==> config.mk <==
export PLATFORM = sky130hd
export DESIGN_NAME = tensor_layout_permute_addresser_core
export DESIGN_NICKNAME = d
export VERILOG_FILES = /design/src/rtl/tlpa_pkg.sv /design/src/rtl/tensor_layout_permute_addresser_core.sv /design/src/rtl/tlpa_stride.sv
export VERILOG_INCLUDE_DIRS = /design/src /design/src/rtl
export SDC_FILE = /design/constraint.sdc
export NUM_CORES = 2
export LEC_CHECK = 0
export BUFFER_PORTS_ARGS = -buffer_cell sky130_fd_sc_hd__buf_2
export CAP_MARGIN = 40
export CELL_PAD_IN_SITES_DETAIL_PLACEMENT = 1
export CELL_PAD_IN_SITES_GLOBAL_PLACEMENT = 2
export CORE_MARGIN = 2
export CORE_UTILIZATION = 37
export CTS_CLUSTER_DIAMETER = 60
export DETAILED_ROUTE_END_ITERATION = 8
export PLACE_DENSITY_LB_ADDON = 0.15
export RECOVER_POWER = 50
export SLEW_MARGIN = 20
export SYNTH_ARGS = -nofsm -noshare
export SYNTH_HDL_FRONTEND = slang
export SYNTH_HIERARCHICAL = 1
export SYNTH_SLANG_ARGS = --single-unit
==> constraint.sdc <==
create_clock -name clk -period 6.3 [get_ports clk]
set_input_delay 0.63 -clock clk [delete_from_list [all_inputs] [get_ports clk]]
set_output_delay 0.63 -clock clk [all_outputs]
set_load 0.02 [all_outputs]
==> src/rtl/tensor_layout_permute_addresser_core_assert.svh <==
// assertion macros used by the core rtl file
`ifndef TENSOR_LAYOUT_PERMUTE_ADDRESSER_CORE_ASSERT_SVH
`define TENSOR_LAYOUT_PERMUTE_ADDRESSER_CORE_ASSERT_SVH

// same-cycle implication, checked out of reset
`define TLPA_ASSERT_NOW(name, ante, cons) \
    name: assert property (@(posedge clk) disable iff (!rst_n) (ante) |-> (cons)) \
        else $error("tlpa same-cycle check failed");

// next-cycle implication, checked out of reset
`define TLPA_ASSERT_NEXT(name, ante, cons) \
    name: assert property (@(posedge clk) disable iff (!rst_n) (ante) |=> (cons)) \
        else $error("tlpa next-cycle check failed");

`endif

==> src/rtl/tlpa_pkg.sv <==
`default_nettype none
package tlpa_pkg;

    localparam int MAX_DIM = 4096;
    // counter width: holds 0 .. MAX_DIM-1
    localparam int DIM_W   = $clog2(MAX_DIM);
    // dimension value width: holds 1 .. MAX_DIM
    localparam int DIMV_W  = DIM_W + 1;
    localparam int CFG_W   = 13;
    localparam int ADDR_W  = 48;
    localparam int DATA_W  = 32;
    localparam int IDX_W   = 3;
    localparam int PROD1_W = 2 * DIMV_W;
    localparam int PROD2_W = 3 * DIMV_W;

    typedef enum logic [IDX_W-1:0] {
        REG_MODE      = 3'd0,
        REG_DIM_BATCH = 3'd1,
        REG_DIM_PLANE = 3'd2,
        REG_DIM_ROW   = 3'd3,
        REG_DIM_COL   = 3'd4
    } cfg_reg_t;

    typedef enum logic [1:0] {
        SS_IDLE  = 2'd0,
        SS_PROD1 = 2'd1,
        SS_PROD2 = 2'd2
    } stride_state_t;

    // strides of the permuted walk
    typedef struct packed {
        logic                  busy;
        logic [DIMV_W-1:0]     inner;   // column step
        logic [PROD1_W-1:0]    mid;     // row step
        logic [PROD2_W-1:0]    outer;   // step of the non-unit outer counter
    } stride_t;

    // written dim value -> effective size minus one
    function automatic logic [DIM_W-1:0] dim_minus_one(input logic [CFG_W-1:0] v);
        logic [DIM_W-1:0] r;
        if (v == '0)
            r = '0;
        else if (v > CFG_W'(MAX_DIM))
            r = DIM_W'(MAX_DIM - 1);
        else
            r = DIM_W'(v - CFG_W'(1));
        return r;
    endfunction

endpackage
`default_nettype wire

==> src/rtl/tensor_layout_permute_addresser_core.sv <==
// throughput: one item per cycle unless a stalled output, a config write or a stride update holds it off;
// an accepted item sits in the output register, which is refilled while it is being taken
// a write to a listed register restarts the walk and recomputes the strides in two multiply steps,
// holding off items while the write is on the port and during both multiply steps
// reset (rst_n low, asynchronous): mode 0, all dims 1, counters zero, output empty
`default_nettype none
`include "tensor_layout_permute_addresser_core_assert.svh"
module tensor_layout_permute_addresser_core (
    input  wire logic                           clk,
    input  wire logic                           rst_n,
    // configuration write channel
    input  wire logic                           cfg_valid,
    output      logic                           cfg_ready,
    input  wire logic [tlpa_pkg::IDX_W-1:0]     cfg_index,
    input  wire logic [tlpa_pkg::CFG_W-1:0]     cfg_data,
    // input item channel
    input  wire logic                           in_valid,
    output      logic                           in_ready,
    input  wire logic [tlpa_pkg::DATA_W-1:0]    element,
    // result item channel
    output      logic                           out_valid,
    input  wire logic                           out_ready,
    output      logic [tlpa_pkg::DATA_W-1:0]    element_out,
    output      logic [tlpa_pkg::ADDR_W-1:0]    read_address,
    output      logic [tlpa_pkg::ADDR_W-1:0]    write_address,
    output      logic                           last_element
);

    localparam int AW = tlpa_pkg::ADDR_W;
    localparam int DW = tlpa_pkg::DIM_W;

    // configuration, dims kept as effective size minus one
    logic [1:0]    mode_reg;
    logic [DW-1:0] batch_m1_reg, plane_m1_reg, row_m1_reg, col_m1_reg;
    logic          cfg_fire;
    logic          cfg_hit;

    // walk counters
    logic [DW-1:0] batch_idx_reg, plane_idx_reg, row_idx_reg, col_idx_reg;
    logic [DW-1:0] batch_idx_next, plane_idx_next, row_idx_next, col_idx_next;
    logic [AW-1:0] lin_reg, lin_next;

    // permuted index p kept as a running sum, with the partial sums at
    // the start of the current row, plane and batch
    logic [AW-1:0] perm_reg, perm_next;
    logic [AW-1:0] base_row_reg, base_row_next;
    logic [AW-1:0] base_plane_reg, base_plane_next;
    logic [AW-1:0] base_batch_reg, base_batch_next;

    // output register
    logic                           out_valid_reg;
    logic [tlpa_pkg::DATA_W-1:0]    element_reg;
    logic [AW-1:0]                  read_addr_reg, write_addr_reg;
    logic                           last_reg;

    tlpa_pkg::stride_t stride;
    logic [AW-1:0] step_col, step_row, step_plane, step_batch;
    logic [AW-1:0] sum_col, sum_row, sum_plane, sum_batch;
    logic          col_end, row_end, plane_end, batch_end, last_now;
    logic          in_fire;

    assign cfg_ready = 1'b1;
    assign cfg_fire  = cfg_valid && cfg_ready;

    // only indexes in the register list act, and only they restart the walk
    always_comb
    begin
        unique case (tlpa_pkg::cfg_reg_t'(cfg_index)) inside
            tlpa_pkg::REG_MODE,
            tlpa_pkg::REG_DIM_BATCH,
            tlpa_pkg::REG_DIM_PLANE,
            tlpa_pkg::REG_DIM_ROW,
            tlpa_pkg::REG_DIM_COL: cfg_hit = 1'b1;
            default:               cfg_hit = 1'b0;
        endcase
    end

    always_ff @(posedge clk or negedge rst_n)
    begin
        if (!rst_n)
        begin
            mode_reg     <= '0;
            batch_m1_reg <= '0;
            plane_m1_reg <= '0;
            row_m1_reg   <= '0;
            col_m1_reg   <= '0;
        end
        else if (cfg_fire)
        begin
            unique case (tlpa_pkg::cfg_reg_t'(cfg_index))
                tlpa_pkg::REG_MODE:      mode_reg     <= cfg_data[1:0];
                tlpa_pkg::REG_DIM_BATCH: batch_m1_reg <= tlpa_pkg::dim_minus_one(cfg_data);
                tlpa_pkg::REG_DIM_PLANE: plane_m1_reg <= tlpa_pkg::dim_minus_one(cfg_data);
                tlpa_pkg::REG_DIM_ROW:   row_m1_reg   <= tlpa_pkg::dim_minus_one(cfg_data);
                tlpa_pkg::REG_DIM_COL:   col_m1_reg   <= tlpa_pkg::dim_minus_one(cfg_data);
                default:                 mode_reg     <= mode_reg;
            endcase
        end
    end

    tlpa_stride u_stride (
        .clk        (clk),
        .rst_n      (rst_n),
        .start      (cfg_fire && cfg_hit),
        .batch_mode (mode_reg[1]),
        .batch_m1   (batch_m1_reg),
        .plane_m1   (plane_m1_reg),
        .row_m1     (row_m1_reg),
        .col_m1     (col_m1_reg),
        .stride     (stride)
    );

    // channel modes: p = i*(r*c*z) + j + k*(c*z) + m*z
    // batch modes:   p = i + j*(r*c*b) + k*(c*b) + m*b
    assign step_col   = AW'(stride.inner);
    assign step_row   = AW'(stride.mid);
    assign step_plane = mode_reg[1] ? AW'(stride.outer) : AW'(1);
    assign step_batch = mode_reg[1] ? AW'(1) : AW'(stride.outer);

    assign sum_col   = perm_reg + step_col;
    assign sum_row   = base_row_reg + step_row;
    assign sum_plane = base_plane_reg + step_plane;
    assign sum_batch = base_batch_reg + step_batch;

    assign col_end   = (col_idx_reg == col_m1_reg);
    assign row_end   = (row_idx_reg == row_m1_reg);
    assign plane_end = (plane_idx_reg == plane_m1_reg);
    assign batch_end = (batch_idx_reg == batch_m1_reg);
    assign last_now  = col_end && row_end && plane_end && batch_end;

    // items wait while strides are recomputed, a write is on the port, or the output is full and not taken
    assign in_ready = !stride.busy && !cfg_valid && (!out_valid_reg || out_ready);
    assign in_fire  = in_valid && in_ready;

    always_comb
    begin
        batch_idx_next  = batch_idx_reg;
        plane_idx_next  = plane_idx_reg;
        row_idx_next    = row_idx_reg;
        col_idx_next    = col_idx_reg;
        lin_next        = lin_reg + AW'(1);
        perm_next       = perm_reg;
        base_row_next   = base_row_reg;
        base_plane_next = base_plane_reg;
        base_batch_next = base_batch_reg;
        if (last_now)
        begin
            batch_idx_next  = '0;
            plane_idx_next  = '0;
            row_idx_next    = '0;
            col_idx_next    = '0;
            lin_next        = '0;
            perm_next       = '0;
            base_row_next   = '0;
            base_plane_next = '0;
            base_batch_next = '0;
        end
        else if (!col_end)
        begin
            col_idx_next = col_idx_reg + DW'(1);
            perm_next    = sum_col;
        end
        else if (!row_end)
        begin
            col_idx_next  = '0;
            row_idx_next  = row_idx_reg + DW'(1);
            base_row_next = sum_row;
            perm_next     = sum_row;
        end
        else if (!plane_end)
        begin
            col_idx_next    = '0;
            row_idx_next    = '0;
            plane_idx_next  = plane_idx_reg + DW'(1);
            base_plane_next = sum_plane;
            base_row_next   = sum_plane;
            perm_next       = sum_plane;
        end
        else
        begin
            col_idx_next    = '0;
            row_idx_next    = '0;
            plane_idx_next  = '0;
            batch_idx_next  = batch_idx_reg + DW'(1);
            base_batch_next = sum_batch;
            base_plane_next = sum_batch;
            base_row_next   = sum_batch;
            perm_next       = sum_batch;
        end
    end

    always_ff @(posedge clk or negedge rst_n)
    begin
        if (!rst_n)
        begin
            batch_idx_reg  <= '0;
            plane_idx_reg  <= '0;
            row_idx_reg    <= '0;
            col_idx_reg    <= '0;
            lin_reg        <= '0;
            perm_reg       <= '0;
            base_row_reg   <= '0;
            base_plane_reg <= '0;
            base_batch_reg <= '0;
        end
        else if (cfg_fire && cfg_hit)
        begin
            // any register write restarts the walk at element zero
            batch_idx_reg  <= '0;
            plane_idx_reg  <= '0;
            row_idx_reg    <= '0;
            col_idx_reg    <= '0;
            lin_reg        <= '0;
            perm_reg       <= '0;
            base_row_reg   <= '0;
            base_plane_reg <= '0;
            base_batch_reg <= '0;
        end
        else if (in_fire)
        begin
            batch_idx_reg  <= batch_idx_next;
            plane_idx_reg  <= plane_idx_next;
            row_idx_reg    <= row_idx_next;
            col_idx_reg    <= col_idx_next;
            lin_reg        <= lin_next;
            perm_reg       <= perm_next;
            base_row_reg   <= base_row_next;
            base_plane_reg <= base_plane_next;
            base_batch_reg <= base_batch_next;
        end
    end

    // output register: valid is control, the rest is payload
    always_ff @(posedge clk or negedge rst_n)
    begin
        if (!rst_n)
            out_valid_reg <= 1'b0;
        else if (in_fire)
            out_valid_reg <= 1'b1;
        else if (out_ready)
            out_valid_reg <= 1'b0;
    end

    // odd modes read at p and write at s, even modes the other way round
    always_ff @(posedge clk)
    begin
        if (in_fire)
        begin
            element_reg    <= element;
            read_addr_reg  <= mode_reg[0] ? perm_reg : lin_reg;
            write_addr_reg <= mode_reg[0] ? lin_reg : perm_reg;
            last_reg       <= last_now;
        end
    end

    assign out_valid     = out_valid_reg;
    assign element_out   = element_reg;
    assign read_address  = read_addr_reg;
    assign write_address = write_addr_reg;
    assign last_element  = last_reg;

    `TLPA_ASSERT_NOW(a_no_item_while_busy, stride.busy, !in_ready)
    `TLPA_ASSERT_NEXT(a_cfg_starts_stride, cfg_fire && cfg_hit, stride.busy)
    `TLPA_ASSERT_NEXT(a_wrap_clears_walk, in_fire && last_now && !cfg_fire,
                      lin_reg == '0 && perm_reg == '0 && col_idx_reg == '0)
    `TLPA_ASSERT_NOW(a_col_in_range, 1'b1, col_idx_reg <= col_m1_reg)
    `TLPA_ASSERT_NEXT(a_item_lands_in_output, in_fire, out_valid_reg)

endmodule
`default_nettype wire

==> src/rtl/tlpa_stride.sv <==
`default_nettype none
module tlpa_stride (
    input  wire logic                          clk,
    input  wire logic                          rst_n,
    input  wire logic                          start,
    input  wire logic                          batch_mode,
    input  wire logic [tlpa_pkg::DIM_W-1:0]    batch_m1,
    input  wire logic [tlpa_pkg::DIM_W-1:0]    plane_m1,
    input  wire logic [tlpa_pkg::DIM_W-1:0]    row_m1,
    input  wire logic [tlpa_pkg::DIM_W-1:0]    col_m1,
    output tlpa_pkg::stride_t                  stride
);

    tlpa_pkg::stride_state_t state_reg, state_next;
    logic [tlpa_pkg::PROD1_W-1:0] prod1_reg, prod1_next;
    logic [tlpa_pkg::PROD2_W-1:0] prod2_reg, prod2_next;
    logic [tlpa_pkg::DIMV_W-1:0]  sel_dim;
    logic [tlpa_pkg::DIMV_W-1:0]  col_dim;
    logic [tlpa_pkg::DIMV_W-1:0]  row_dim;

    // batch modes step by the batch size, channel modes by the plane size
    assign sel_dim = batch_mode ? tlpa_pkg::DIMV_W'(batch_m1) + tlpa_pkg::DIMV_W'(1)
                                : tlpa_pkg::DIMV_W'(plane_m1) + tlpa_pkg::DIMV_W'(1);
    assign col_dim = tlpa_pkg::DIMV_W'(col_m1) + tlpa_pkg::DIMV_W'(1);
    assign row_dim = tlpa_pkg::DIMV_W'(row_m1) + tlpa_pkg::DIMV_W'(1);

    always_comb
    begin
        state_next = state_reg;
        if (start)
            state_next = tlpa_pkg::SS_PROD1;
        else
        begin
            unique case (state_reg)
                tlpa_pkg::SS_IDLE:  state_next = tlpa_pkg::SS_IDLE;
                tlpa_pkg::SS_PROD1: state_next = tlpa_pkg::SS_PROD2;
                tlpa_pkg::SS_PROD2: state_next = tlpa_pkg::SS_IDLE;
                default:            state_next = tlpa_pkg::SS_IDLE;
            endcase
        end
    end

    always_comb
    begin
        prod1_next = prod1_reg;
        prod2_next = prod2_reg;
        unique case (state_reg)
            tlpa_pkg::SS_PROD1:
                prod1_next = tlpa_pkg::PROD1_W'(col_dim) * tlpa_pkg::PROD1_W'(sel_dim);
            tlpa_pkg::SS_PROD2:
                prod2_next = tlpa_pkg::PROD2_W'(row_dim) * tlpa_pkg::PROD2_W'(prod1_reg);
            default:
            begin
                prod1_next = prod1_reg;
                prod2_next = prod2_reg;
            end
        endcase
    end

    // reset values match all dims at one
    always_ff @(posedge clk or negedge rst_n)
    begin
        if (!rst_n)
        begin
            state_reg <= tlpa_pkg::SS_IDLE;
            prod1_reg <= tlpa_pkg::PROD1_W'(1);
            prod2_reg <= tlpa_pkg::PROD2_W'(1);
        end
        else
        begin
            state_reg <= state_next;
            prod1_reg <= prod1_next;
            prod2_reg <= prod2_next;
        end
    end

    assign stride.busy  = (state_reg != tlpa_pkg::SS_IDLE);
    assign stride.inner = sel_dim;
    assign stride.mid   = prod1_reg;
    assign stride.outer = prod2_reg;

endmodule
`default_nettype wire

==> summary.txt <==
Setup path
  – Crit-path max cell delay: 0.53 ns
  – CP Launch Type: flip-flop
  – Worst setup path class: reg2reg
  – WP data required: 6.86 ns
  – Critical Path Sink Type: flip-flop
  – Critical Path AT: 6.71 ns
  – CP Max Fanout: 10
  – Crit-path slowest cell: fa_1

Detailed routing
  – DR WL/cell: 23.58 um
  – Vias per cell: 5.422
  – Final WL: 178,600 um
  – DRC viols: 0
  – Vias: 41,069
  – Initial DRC count: 2,263
  – Drt first pass iters: 6
  – Antenna Nets Post-Route: 0

Timing
  – Clock Skew: 0.05574 ns
  – Setup ws final: 0.1523 ns
  – Worst Tran Pin Value: 3.383 ns
  – Fmax achieved: 162.7 MHz
  – Final Hold Violating Endpoints: 0
  – Final-report max-slew violation count: 389
  – Min Tclk post-route: 6.148 ns
  – Slew headroom: -125.5%
  – RSZ-0062 raised after global routing: true
  – Final setup fails: 0
  – Period utilization: 97.58%

Job
  – Number of max-cap violations: 5

Layout
  – Fin nets: 6,469
  – Layout fillers: 15,267
  – Area Overhead vs Synth: 16.16%
  – Share of layout cells above drive strength 1: 13.21%

Synth
  – Top cells by area, synth: dfrtp_1, fa_1, edfxtp_1, ha_1, nand2_1
  – Sequential fraction of the synthesis area: 28.81%
  – Async SR Flop Fraction: 75.89%
  – Syn Area/Cell: 8.914 um2
  – Synth warn: 6
  – Top-area cell type share of the netlist area: 20.75%
  – Synth Register Bits: 535
  – Post-synth EDFFs: 129
  – Synth unique cells: 110
  – Post-Syn Area: 48,710 um2
  – Dominant synthesized flop cell: dfrtp_1
  – Cells after synthesis: 5,465
  – Count leader, synth: nand2_1
  – Synth cell count leaders: nand2_1, inv_1, dfrtp_1
  – Yosys top cell by area: dfrtp_1
  – Syn Nets: 6,189

Floorplanning
  – Full die area: 134,600 um2
  – Chip height: 366.9 um
  – Initial core utilization: 37.15%
  – Core area: 131,100 um2
  – Die Width: 366.9 um
  – # IOs: 185
  – Row count: 133

Clock network
  – H-tree levels: 3
  – Root buf cell: clkbuf_16
  – Cts bufs inserted: 81
  – Clock sinks: 535
  – Bufs on Longest Clock Path: 3
  – Clock Latency Late Sink: 0.71 ns
  – TritonCTS clock tree: built
  – CTS clk-pin slew, worst paths: 0.06 ns

Place
  – Port Buffers: 183
  – GPL Wtd Cong: 0.9148
  – Dpl ws: -0.08830 ns
  – Post-detail-place hpwl: 141,100 um

GRT
  – Vias in the first global route: 44,296
  – Largest net degree at the start of global routing: 151
  – Initial antenna violation count: 7
  – First-pass GRT wire length: 274,000 um
  – GRT Residual Overflow: 0
  – Total Routing Usage GR: 26.46%

Status
  – Failing checks: capacitance limit, slew limit
  – Outcome: finished, violations left

Hold path
  – Hold Crit Class: in2reg
## what timing repair did
item / CTS / global route
hold buffers: 1 / 0
cloned: 0 / 4
resized for setup: 11 / 105
pin swaps: 1 / 28
setup endpoints to repair: 10 / 37
endpoints found under the hold margin: 37 / 0
setup buffers: 1 / 20
## placed cells by master (no fill, tap or decap), drive strengths merged, types with 14 or more instances in the layout
| master | n |
|---|---|
| a21o | 75 |
| a21oi | 277 |
| and3 | 61 |
| a31oi | 36 |
| fa | 389 |
| a211oi | 22 |
| nand3 | 122 |
| mux2i | 20 |
| nor2 | 281 |
| or2 | 17 |
| mux2 | 97 |
| xnor2 | 158 |
| o31ai | 27 |
| dfrtp | 404 |
| o21ai | 395 |
| ha | 282 |
| o21bai | 24 |
| and4 | 17 |
| nor2b | 100 |
| a221o | 16 |
| clkbuf | 224 |
| nand2 | 881 |
| edfxtp | 129 |
| o21a | 21 |
| nor3 | 66 |
| a211o | 17 |
| clkinv | 21 |
| nor4 | 29 |
| a22o | 35 |
| and2 | 197 |
| inv | 511 |
| buf | 345 |
| o311ai | 14 |
| nand2b | 39 |
| nand4 | 78 |
| or3 | 16 |
| xor2 | 163 |
| o211ai | 43 |
## through the flow
step	util (%)	hold WS, ns	cells	area [um2]	setup TNS, ns
after CTS	42.65	0.04964	7539	55930	0
after global routing	43.14	0.05885	7568	56570	-0.7049
final	43.15	0.1034	7575	56590	0
after global placement	40.36	0.4535	7378	52930	-0.07509
after floorplan	-	0.3344	5465	48740	-0.01383
after detailed placement	40.41	0.4557	7387	52990	-0.3368
## routing by layer
| metal | global-route usage [%] | share of wire (%) | vias to the layer above |
|---|---|---|---|
| met5 | 0 | 0.025 | - |
| met3 | 3.688 | 3.4 | 261 |
| li1 | - | - | 19020 |
| met4 | 9.103 | 3.7 | 6 |
| met1 | 32.82 | 42 | 21128 |
| met2 | 46.92 | 50 | 654 |
## kinds of logic after synthesis
family / Yosys count / share of synthesized area [%]
buf+inv: 769 / 6.121
mux: 117 / 2.653
other cells: 1 / 0.007698
simple gates: 1938 / 18.84
fa+ha+maj: 671 / 23.23
flops: 535 / 28.81
xor+xnor: 321 / 5.787
compound gates: 1113 / 14.55
## critical path: cells and delay by family (launching register included)
| kind | cells | cell delay (ns) |
|---|---|---|
| fa+ha+maj | 6 | 2.73 |
| simple gates | 6 | 0.80 |
| xor+xnor | 2 | 0.42 |
| buf+inv | 9 | 1.15 |
| compound gates | 4 | 0.57 |
| flops | 1 | 0.34 |
## area by class of cell
class | count | area [um2] | share of cell area [%]
sequential | 535 | 14040 | 24.81
inverter | 503 | 1889 | 3.339
clock buffer | 107 | 2286 | 4.040
clock inverter | 43 | 568.0 | 1.004
timing repair buffer | 463 | 3198 | 5.652
tap | 1755 | 2196 | 3.881
multi-input combinational | 4161 | 32390 | 57.24
antenna | 8 | 20.02 | 0.03538
## worst paths after layout
check,startpoint,end,slack (ns),depth (start not counted)
worst min-delay path,element[30],element_out[30],0.10,1
worst max-delay path,row_m1_reg[4],u_stride/prod2_reg[27],0.15,27
worst max register to register,row_m1_reg[4],u_stride/prod2_reg[27],0.15,27
min in group asynchronous,rst_n,base_batch_reg[42],1.34,2
max in group asynchronous,rst_n,u_stride/prod1_reg[20],1.04,3
worst min register to register,u_stride/prod2_reg[0],u_stride/prod2_reg[0],0.47,2
Power is not shown: default switching activity piles up to over one toggle a cycle in this logic, so the estimate is an artifact.
